File: config.mk
export PLATFORM = sky130hd
export DESIGN_NAME = ecc3_scan
export DESIGN_NICKNAME = d
export VERILOG_FILES = /design/src/design/ecc3_pkg.sv /design/src/design/ecc3_scan.sv
export SDC_FILE = /design/constraint.sdc
export NUM_CORES = 1
export LEC_CHECK = 0
export ABC_AREA = 0
export BUFFER_PORTS_ARGS = -buffer_cell sky130_fd_sc_hd__buf_2
export CORE_ASPECT_RATIO = 0.75
export CORE_UTILIZATION = 58
export DETAILED_ROUTE_END_ITERATION = 10
export PLACE_DENSITY = 0.89
export SLEW_MARGIN = 25
export SYNTH_ARGS = -nofsm -noshare
export SYNTH_HDL_FRONTEND = slang
export SYNTH_SLANG_ARGS = --single-unit
File: constraint.sdc
create_clock -name clock -period 20.7 [get_ports clock]
set_input_delay 4.14 -clock clock [delete_from_list [all_inputs] [get_ports clock]]
set_output_delay 4.14 -clock clock [all_outputs]
set_load 0.01 [all_outputs]
File: src/design/ecc3_pkg.sv
`timescale 1ns / 1ps
// Shared types and constants for the 3x3 Euler characteristic change core.
// No dependencies; imported by every module of the core.
package ecc3_pkg;

   // Geometry and sample format.
   localparam int MAX_WIDTH    = 1024;
   localparam int COL_BITS     = $clog2(MAX_WIDTH);
   localparam int WIDTH_BITS   = 11;
   localparam int HEIGHT_BITS  = 16;
   localparam int SAMPLE_BITS  = 32;
   localparam int EC_BITS      = 3;
   localparam int MIN_SIZE     = 3;

   // Register file layout: one 32-bit register per word.
   localparam int CSR_ADDR_BITS = 3;
   localparam int CSR_DATA_BITS = 32;
   localparam logic REG_FRAME_WIDTH  = 1'b0;
   localparam logic REG_FRAME_HEIGHT = 1'b1;

   localparam logic [WIDTH_BITS-1:0]  WIDTH_RESET  = WIDTH_BITS'(1024);
   localparam logic [HEIGHT_BITS-1:0] HEIGHT_RESET = HEIGHT_BITS'(1024);

   // Request payload.
   typedef struct packed {
      logic signed [SAMPLE_BITS-1:0] sample;
      logic                          frame_start;
   } req_type;

   // Result payload.
   typedef struct packed {
      logic signed [EC_BITS-1:0] ec_change;
      logic                      last_in_frame;
   } rsp_type;

   // Position of an accepted sample, handed from the scan counters to the stencil.
   typedef struct packed {
      logic [COL_BITS-1:0] col;
      logic                produce;
      logic                last;
   } pos_type;

endpackage

File: src/design/ecc3_scan.sv
`timescale 1ns / 1ps
// Column and row counters of the raster scan, with frame size clamping.
// Depends on ecc3_pkg.
module ecc3_scan (
   input  logic                             clock,
   input  logic                             reset,
   input  logic                             accept,
   input  logic                             frame_start,
   input  logic [ecc3_pkg::WIDTH_BITS-1:0]  frame_width,
   input  logic [ecc3_pkg::HEIGHT_BITS-1:0] frame_height,
   output ecc3_pkg::pos_type                pos
);
   import ecc3_pkg::*;

   logic [COL_BITS-1:0]    col_ff, col_in;
   logic [HEIGHT_BITS-1:0] row_ff, row_in;
   logic [WIDTH_BITS-1:0]  eff_w;
   logic [HEIGHT_BITS-1:0] eff_h;
   logic [WIDTH_BITS-1:0]  c0, c1, cn;
   logic [HEIGHT_BITS-1:0] r0, r;
   logic [HEIGHT_BITS:0]   r1, rn;
   logic                   wrap_c;

   // Clamp the programmed frame size to the supported range.
   always_comb begin
      if (frame_width < WIDTH_BITS'(MIN_SIZE)) begin
         eff_w = WIDTH_BITS'(MIN_SIZE);
      end else if (frame_width > WIDTH_BITS'(MAX_WIDTH)) begin
         eff_w = WIDTH_BITS'(MAX_WIDTH);
      end else begin
         eff_w = frame_width;
      end
      eff_h = (frame_height < HEIGHT_BITS'(MIN_SIZE)) ? HEIGHT_BITS'(MIN_SIZE) : frame_height;
   end

   // Position of the incoming sample: frame start restarts, oversize counters wrap.
   always_comb begin
      c0     = frame_start ? '0 : {1'b0, col_ff};
      r0     = frame_start ? '0 : row_ff;
      wrap_c = (c0 >= eff_w);
      c1     = wrap_c ? '0 : c0;
      r1     = {1'b0, r0} + (HEIGHT_BITS+1)'(wrap_c);
      r      = (r1 >= {1'b0, eff_h}) ? '0 : r1[HEIGHT_BITS-1:0];

      pos.col     = c1[COL_BITS-1:0];
      pos.produce = (c1 >= WIDTH_BITS'(2)) && (r >= HEIGHT_BITS'(2));
      pos.last    = (c1 == eff_w - WIDTH_BITS'(1)) && (r == eff_h - HEIGHT_BITS'(1));
   end

   // Position after this sample.
   always_comb begin
      cn = c1 + WIDTH_BITS'(1);
      rn = {1'b0, r} + (HEIGHT_BITS+1)'(1);
      if (cn >= eff_w) begin
         col_in = '0;
         row_in = (rn >= {1'b0, eff_h}) ? '0 : rn[HEIGHT_BITS-1:0];
      end else begin
         col_in = cn[COL_BITS-1:0];
         row_in = r;
      end
   end

   always_ff @(posedge clock) begin
      if (reset) begin
         col_ff <= '0;
         row_ff <= '0;
      end else if (accept) begin
         col_ff <= col_in;
         row_ff <= row_in;
      end
   end

endmodule

==> metrics.yaml, run 1 <==
logic_synthesis:
  synth-xor-area-share_pct: 7.59
  yosys-top-cells-area: "ha_1 15%, dfxtp_1 11%, nor2_1 4.6%, xnor2_1 4.4%, inv_1 3.0%"
  synth_edf_count: 0
  syn_avg_cell_area_um2: 7.39
  yosysSeqAreaShare_pct: 10.5
  synth-main-ff-cell: "dfxtp_1"
  synthMuxAreaShare_pct: 2.40
  synth_area_um2: 4940
  synth_top_cell_area_share_pct: 15.4
  ys_warn_count: 0
  syn_nets: 761
  ys_types: 82
  synthCells: 669
  yosys.area_share.simple_pct: 32.4
  synth_area_leader_cell: "ha_1"
  synth_top_family_by_area: "simple AND/OR/NAND/NOR gates"
  synth_compound_area_share_pct: 25.5
  yosys_register_bits: 26
  synthAdderAreaFrac_pct: 15.4
  synthArstFlopShare_pct: 0
route:
  vias: 5670
  drc_errors: 0
  routed_via_density: 7.20
  drt_first_pass_iters: 6
  drt_iter0_drc: 910
  drt.antenna.violating_nets: 0
  wl_per_cell_um: 21.6
  wl_um: 17000
timing:
  whs_ps: 499
  finalSetupTns_ps: 0
  layout_min_cycle_time_ps: 17050
  setup_violations: 0
  finalCritPeriodShare_pct: 82.4
  rsz0062_at_grt: "no"
  fmax_mhz: 58.6
  skew_ps: 4.08
  maxSlewHeadroom_pct: 35.0
  slew_violations: 0
  setup_slack_ps: 3650
  finalHoldViolCount: 0
  worstMarginPinSlew_ps: 965
worst_hold_path:
  hold_start: "row_ff[0]$_SDFFE_PP0P_"
  hold_path_class: "reg2reg"
  hold_end: "row_ff[0]$_SDFFE_PP0P_"
  hold_depth: 2
cells_and_area:
  multiInputGateArea_um2: 4130
  nFillCells: 700
  fin_nets: 775
  area_growth_pct: 6.23
  drive_above_1_share_pct: 11.7
  antenna_cells: 0
  layout_common_cells: "61 x nor2_1, 61 x ha_1, 42 x buf_2"
  utilization_pct: 65.2
  final_area_um2: 5250
  regArea_um2: 520
global_routing:
  grtUsageTotal_pct: 38.9
  gr-total-overflow: 0
  grt_pass1_vias: 4921
  grt_pass1_wl_um: 26600
  grt_max_degree: 33
  antenna_found_initial: 1
placed_design:
  place_area_um2: 5140
  pre_cts_slack_ps: 3970
  dpl.hpwl_um: 13400
  gp_congestion: 1.08
  port_buffers: 42
critical_path:
  cpPeakStageDelay_ps: 800
  r2r_start: "col_ff[3]$_SDFFE_PP0P_"
  timing.rr.end: "row_ff[15]$_SDFFE_PP0P_"
  crit_fanout: 32
  reg2regPathDepth: 33
  crit_path_start_kind: "primary input"
  crit_buf_inv: 6
  ff2ff_setup_slack_ps: 9900
  critPathKind: "in2out"
  cpMaxStageDelayCell: "and2_1"
  required_ps: 16560
  critPathCaptureType: "output pin"
  cp_common_cell: "ha_1"
  crit_family: "simple AND/OR/NAND/NOR gates"
  crit_arrival_ps: 12910
run_status:
  status: "complete, no violations"
clock_network:
  cts_sinks: 26
  htree_levels: 1
  clkTransAtPathRegs_ps: 60
  cts_tree: "built"
  cts_buffers: 3
  cts-root-buf: "clkbuf_16"
  clk_path_buf_depth: 2
  clock_latency_ps: 270
  ctsHoldBuffers: 0
  post_cts.repair.setup_buffers: 0
  cts_resized: 0
floorplan:
  dieArea_um2: 8900
  rows: 28
  die_h_um: 82.0
  start_util_pct: 61.4
  io_pins: 43
  coreArea_um2: 8060
  dieWidth_um: 109
pwr:
  pwr_density_cell_nw_per_um2: 32.5
  cellLeakagePower_nw: 2.24
  vdd_drop_max_mv: 0.0450
run:
  drv_cap: 0
-- area by class of cell --
cell class	count	share of cell area (%)
Clock buffer	3	1.43
Clock inverter	1	0.572
Inverter	42	3.03
Multi-Input combinational cell	568	78.6
Sequential cell	26	9.91
Tap cell	105	2.50
Timing Repair Buffer	42	4.00
-- how the worst max path moves through the flow --
stage / from / to / slack [ps] / cells after the start
2_1_floorplan: frame_start / pos[0] / 5610 / 34
3_3_place_gp: frame_start / pos[0] / 4400 / 31
3_5_place_dp: frame_start / pos[0] / 3970 / 31
4_1_cts: frame_start / pos[0] / 3920 / 31
5_1_grt: frame_start / pos[0] / 3110 / 30
6_report: frame_start / pos[0] / 3650 / 31
-- worst min-delay path: stages (launching register included) --
cell	delay [ps]
dfxtp_1	310
nor2_1	90
a311oi_1	60
-- cells by family after synthesis --
logic type	after synthesis
compound gates	171
fa+ha+maj	61
simple gates	283
flops	26
mux	11
buf+inv	75
xor+xnor	42
-- sequential cells by signal, summed over array words and instances, names as in the netlist --
register,cells
col_ff,10
row_ff,16
-- synthesized netlist by cell type, drive strengths merged (7+ instances only) --
| cell type | count |
|---|---|
| and2 | 10 |
| buf | 10 |
| xnor2 | 26 |
| nor4 | 19 |
| nor2 | 62 |
| a31oi | 13 |
| o21ai | 25 |
| o31ai | 9 |
| nand2b | 9 |
| a22oi | 8 |
| a21oi | 30 |
| a211oi | 8 |
| nand3 | 29 |
| a21o | 9 |
| or3 | 7 |
| inv | 40 |
| o211ai | 7 |
| nor2b | 17 |
| dfxtp | 26 |
| o32ai | 8 |
| xor2 | 16 |
| mux2i | 7 |
| nor3 | 27 |
| nand2 | 42 |
| nand4 | 21 |
| clkbuf | 23 |
| ha | 61 |
| or4 | 12 |
-- metrics by stage --
step / power [W] / std cells
after floorplan: 0.0000934 / 669
after global placement: 0.000110 / 783
after detailed placement: 0.000111 / 783
after CTS: 0.000167 / 787
after global routing: 0.000177 / 787
final: 0.000171 / 787
-- report_power, final --
group          leakage, nW  internal, W  switching [W]
registers            0.212    0.0000516     0.00000298
logic                 1.98    0.0000201      0.0000386
clock network       0.0511    0.0000385      0.0000188
-- metal layers --
| layer | vias up | part of all wire (%) | global-route usage [%] |
|---|---|---|---|
| li1 | 2566 | - | - |
| met1 | 2587 | 44 | 58.1 |
| met2 | 468 | 39 | 56.0 |
| met3 | 47 | 15 | 8.25 |
| met4 | 2 | 1.7 | 7.57 |
| met5 | - | 0.076 | 0 |
Power figures use the tool's default switching activity.
==> run 2: changes to the inputs <==
==> constraint.sdc (replaced) <==
create_clock -name clock -period 16.4 [get_ports clock]
set_input_delay 3.28 -clock clock [delete_from_list [all_inputs] [get_ports clock]]
set_output_delay 3.28 -clock clock [all_outputs]
set_load 0.01 [all_outputs]
==> run 2 against run 1 <==
Effect of this change: count of clock-buffer cells in the layout stayed put; flip-flop and latch count did not move; worst setup slack got worse by 2600 ps; global-route usage fell by 0.24 points; first-iteration DRC count is 20% lower; largest cell class unchanged.
==> metrics.yaml, run 2 (synthesis gave the netlist of run 1 again) <==
run_status:
  status: "complete, no violations"
global_routing:
  gr-total-overflow: 0
  antenna_found_initial: 1
  grt_pass1_vias: 4937
  grt_max_degree: 33
  grtUsageTotal_pct: 38.6
  grt_pass1_wl_um: 26400
worst_hold_path:
  hold_path_class: "reg2reg"
cells_and_area:
  layout_common_cells: "61 x nor2_1, 61 x ha_1, 42 x buf_2"
  area_growth_pct: 6.10
  reg.largest.list: "row_ff: 16 flops, col_ff: 10 flops"
  fin_nets: 775
  drive_above_1_share_pct: 11.6
  final_cells: 787
  largest_reg_flops: 16
  antenna_cells: 0
  regMostFlops: "row_ff"
clock_network:
  cts-root-buf: "clkbuf_16"
  post_cts.repair.setup_buffers: 0
  cts_resized: 0
  clk_path_buf_depth: 2
  clkTransAtPathRegs_ps: 60
  cts_buffers: 3
  htree_levels: 1
  ctsHoldBuffers: 0
  cts_sinks: 26
  clock_latency_ps: 260
  cts_tree: "built"
route:
  drt_iter0_drc: 728
  drt_first_pass_iters: 6
  wl_um: 16900
  routed_via_density: 7.10
  drc_errors: 0
  vias: 5584
  wl_per_cell_um: 21.5
  drt.antenna.violating_nets: 0
pwr:
  switching_share_pct: 35.0
  cellLeakagePower_nw: 2.24
  sequentialPowerShare_pct: 32.2
  power.switching_w: 0.0000751
  p_comb_share_pct: 34.6
  pwr_density_cell_nw_per_um2: 40.9
  p_int_w: 0.000139
  vdd_drop_max_mv: 0.0699
  power_w: 0.000214
  clockPowerShare_pct: 33.2
critical_path:
  critPathCaptureType: "output pin"
  crit_path_start_kind: "primary input"
  crit_fanout: 32
  crit_arrival_ps: 12100
  critPathKind: "in2out"
  cpMaxStageDelayCell: "and2_1"
  required_ps: 13120
  cpPeakStageDelay_ps: 840
timing:
  worstMarginPinSlew_ps: 1030
  fmax_mhz: 65.0
  finalCritPeriodShare_pct: 93.8
  finalSetupTns_ps: 0
  layout_min_cycle_time_ps: 15380
  skew_ps: 2.23
  slew_violations: 0
  maxSlewHeadroom_pct: 30.9
  finalHoldViolCount: 0
  setup_violations: 0
  rsz0062_at_grt: "no"
  whs_ps: 532
floorplan:
  dieWidth_um: 109
  coreArea_um2: 8060
  rows: 28
  start_util_pct: 61.4
  dieArea_um2: 8900
  die_h_um: 82.0
  io_pins: 43
placed_design:
  dpl.hpwl_um: 13300
  port_buffers: 42
  post-place-cells: 783
  gp_congestion: 1.07
run:
  drv_cap: 0
[run 2: cell counts in the layout (fill, tap and decap cells not counted)]
No cell type changed its count.
[run 2: per-layer routing]
metal	routed length (um)	global-route usage [%]	vias to the layer above
li1	-	-	2574
met1	7690	57.4	2607
met2	6690	55.0	382
met3	2380	10.4	19
met4	152	6.49	2
met5	13	0	-
[run 2: metrics by stage]
stage | util [%] | worst slack [ps] | instance area [um2]
floorplan | - | 3030 | 4940
global placement | 63.8 | 1800 | 5140
detailed placement | 63.8 | 1380 | 5140
CTS | 65.1 | 1370 | 5250
global route | 65.1 | 425 | 5250
finish | 65.1 | 1020 | 5250
[run 2: worst max-delay path: cells and delay by family]
family / cells / cell delay [ps]
simple gates: 13 / 4390
buf+inv: 6 / 1530
mux: 1 / 580
compound gates: 6 / 1130
fa+ha+maj: 4 / 1160
[run 2: path summary, 6_finish.rpt]
check | start | to | slack [ps] | cells after the start
hold reg to reg | row_ff[0]$_SDFFE_PP0P_ | row_ff[0]$_SDFFE_PP0P_ | 530 | 2
setup / recovery | frame_start | pos[0] | 1020 | 30
setup reg to reg | col_ff[3]$_SDFFE_PP0P_ | row_ff[14]$_SDFFE_PP0P_ | 5570 | 32
hold / removal | row_ff[0]$_SDFFE_PP0P_ | row_ff[0]$_SDFFE_PP0P_ | 530 | 2
[run 2: power by group through the flow]
stage | clock (W) | combinational (W) | sequential (W)
after floorplan | 0 | 0.0000500 | 0.0000679
after global placement | 0 | 0.0000685 | 0.0000699
after detailed placement | 0 | 0.0000705 | 0.0000701
after CTS | 0.0000719 | 0.0000711 | 0.0000687
after global routing | 0.0000740 | 0.0000802 | 0.0000691
final | 0.0000712 | 0.0000742 | 0.0000690
[run 2: area by class of cell]
type                    instances  area (um2)
fillers                       722        2810
clock inverters                 1        30.0
flip-flops and latches         26         520
inverters                      42         159
repair buffers                 42         210
clock buffers                   3        75.1
multi-input cells             568        4120
well taps                     105         131
==> run 3: changes to the inputs <==
--- a/config.mk
+++ b/config.mk
@@ -8,10 +8,11 @@
 export ABC_AREA = 0
 export BUFFER_PORTS_ARGS = -buffer_cell sky130_fd_sc_hd__buf_2
 export CORE_ASPECT_RATIO = 0.75
-export CORE_UTILIZATION = 58
+export CORE_UTILIZATION = 62
 export DETAILED_ROUTE_END_ITERATION = 10
-export PLACE_DENSITY = 0.89
-export SLEW_MARGIN = 25
+export PLACE_DENSITY = 0.93
+export RECOVER_POWER = 50
+export SLEW_MARGIN = 20
 export SYNTH_ARGS = -nofsm -noshare
 export SYNTH_HDL_FRONTEND = slang
 export SYNTH_SLANG_ARGS = --single-unit
==> run 3 against run 2 <==
Effect of this change: clock skew about the same; worst setup slack improved by 740 ps; clock power decreased by 23%; via count increased by 1.6%; sequential share of layout area increased by 0.076 points; core utilization increased by 4.0 points; combinational power decreased by 1%; largest power group unchanged; fmax increased by 5.1%; global-route usage increased by 1.2 points; flip-flop and latch count unchanged; power decreased by 7.9%; critical path depth unchanged.
==> metrics.yaml, run 3 (synthesis gave the netlist of run 1 again) <==
cells_and_area:
  layout_common_cells: "61 x nor2_1, 61 x ha_1, 40 x inv_1, 40 x nand2_1, 35 x buf_2"
  area_growth_pct: 5.29
  multiInputGateArea_um2: 4120
  regArea_um2: 520
  drive_above_1_share_pct: 10.5
  largest_reg_flops: 16
  final_cells: 784
  reg.largest.list: "row_ff: 16 flops, col_ff: 10 flops"
  fin_nets: 776
  regMostFlops: "row_ff"
  antenna_cells: 0
  nFillCells: 644
floorplan:
  rows: 27
  coreArea_um2: 7530
  dieArea_um2: 8340
  io_pins: 43
  dieWidth_um: 105
  die_h_um: 79.3
  start_util_pct: 65.6
critical_path:
  cpPeakStageDelay_ps: 670
  crit_arrival_ps: 11360
  critPathCaptureType: "output pin"
  ff2ff_setup_slack_ps: 6260
  crit_fanout: 32
  critPathKind: "in2out"
  crit_path_start_kind: "primary input"
  cp_common_cell: "ha_1"
  cpMaxStageDelayCell: "nor2_1"
  required_ps: 13120
global_routing:
  grt_max_degree: 33
  grt_pass1_vias: 4848
  antenna_found_initial: 0
  grtUsageTotal_pct: 39.8
  use_met1_pct: 59.4
  grt_pass1_wl_um: 26100
  gr-total-overflow: 0
  top_usage_layer: "met1"
  gr-usage-met3_pct: 9.11
  met2_usage_pct: 57.2
run:
  drv_cap: 0
route:
  drt.antenna.violating_nets: 0
  drt_first_pass_iters: 7
  routed_via_density: 7.23
  wl_um: 16400
  vias: 5671
  drt_iter0_drc: 797
  wl_per_cell_um: 20.9
  drc_errors: 0
timing:
  worstMarginPinSlew_ps: 1110
  layout_min_cycle_time_ps: 14640
  maxSlewHeadroom_pct: 24.0
  finalSetupTns_ps: 0
  finalCritPeriodShare_pct: 89.2
  rsz0062_at_grt: "no"
  slew_violations: 0
  setup_violations: 0
  fmax_mhz: 68.3
  skew_ps: 2.43
  finalHoldViolCount: 0
run_status:
  status: "complete, no violations"
clock_network:
  clkTransAtPathRegs_ps: 100
  htree_levels: 1
  clock_latency_ps: 280
  post_cts.repair.setup_buffers: 0
  cts_sinks: 26
  cts-root-buf: "clkbuf_8"
  cts_buffers: 3
  cts_resized: 0
  ctsHoldBuffers: 0
  clk_path_buf_depth: 2
  cts_tree: "built"
placed_design:
  dpl.hpwl_um: 13100
  port_buffers: 42
  post-place-cells: 780
  gp_congestion: 1.01
pwr:
  pwr_density_cell_nw_per_um2: 37.9
  vdd_drop_max_mv: 0.0508
  cellLeakagePower_nw: 2.20
  power_w: 0.000197
worst_hold_path:
  hold_path_class: "reg2reg"
-- run 3: changes by cell type in the layout (fill, tap and decap cells not counted), sizes merged --
cell    delta
clkbuf     +7
buf        -6
-- run 3: metal layers --
metal / wire length [um] / up-vias
li1: - / 2577
met1: 7090 / 2622
met2: 6550 / 432
met3: 2480 / 40
met4: 281 / 0
met5: 0 / -
-- run 3: final timing paths --
| check | start | end | cells after the start |
|---|---|---|---|
| max | frame_start | pos[0] | 30 |
| min | row_ff[0]$_SDFFE_PP0P_ | row_ff[0]$_SDFFE_PP0P_ | 2 |
| max reg2reg | col_ff[3]$_SDFFE_PP0P_ | row_ff[7]$_SDFFE_PP0P_ | 30 |
| min reg2reg | row_ff[0]$_SDFFE_PP0P_ | row_ff[0]$_SDFFE_PP0P_ | 2 |
-- run 3: worst max-delay path: cells and delay by family --
| family | cells | cell delay (ps) |
|---|---|---|
| AO/OA/AOI/OAI | 10 | 2220 |
| adder cells (fa/ha/maj) | 5 | 1420 |
| buffers and inverters | 5 | 1290 |
| AND/OR/NAND/NOR | 9 | 2530 |
| multiplexers | 1 | 610 |
-- run 3: layout make-up --
| cell class | count | share of cell area (%) |
|---|---|---|
| clock buffers | 3 | 0.793 |
| clock inverters | 1 | 0.577 |
| inverters | 42 | 3.05 |
| multi-input cells | 568 | 79.1 |
| flip-flops and latches | 26 | 10.0 |
| well taps | 101 | 2.43 |
| repair buffers | 43 | 4.01 |
-- run 3: per-stage QoR --
stage | hold slack, ps | instance area [um2] | setup slack, ps | utilization [%]
3_5_place_dp | 479 | 5140 | 2050 | 68.3
4_1_cts | 492 | 5210 | 2030 | 69.2
6_report | 494 | 5200 | 1760 | 69.1
3_3_place_gp | 473 | 5140 | 2420 | 68.3
2_1_floorplan | 457 | 4940 | 3030 | -
5_1_grt | 509 | 5200 | 1290 | 69.1
-- run 3: power by group --
part | leakage, nW | internal, W | switching [W]
logic | 1.95 | 0.0000254 | 0.0000479
clock network | 0.0357 | 0.0000327 | 0.0000224
registers | 0.212 | 0.0000651 | 0.00000374
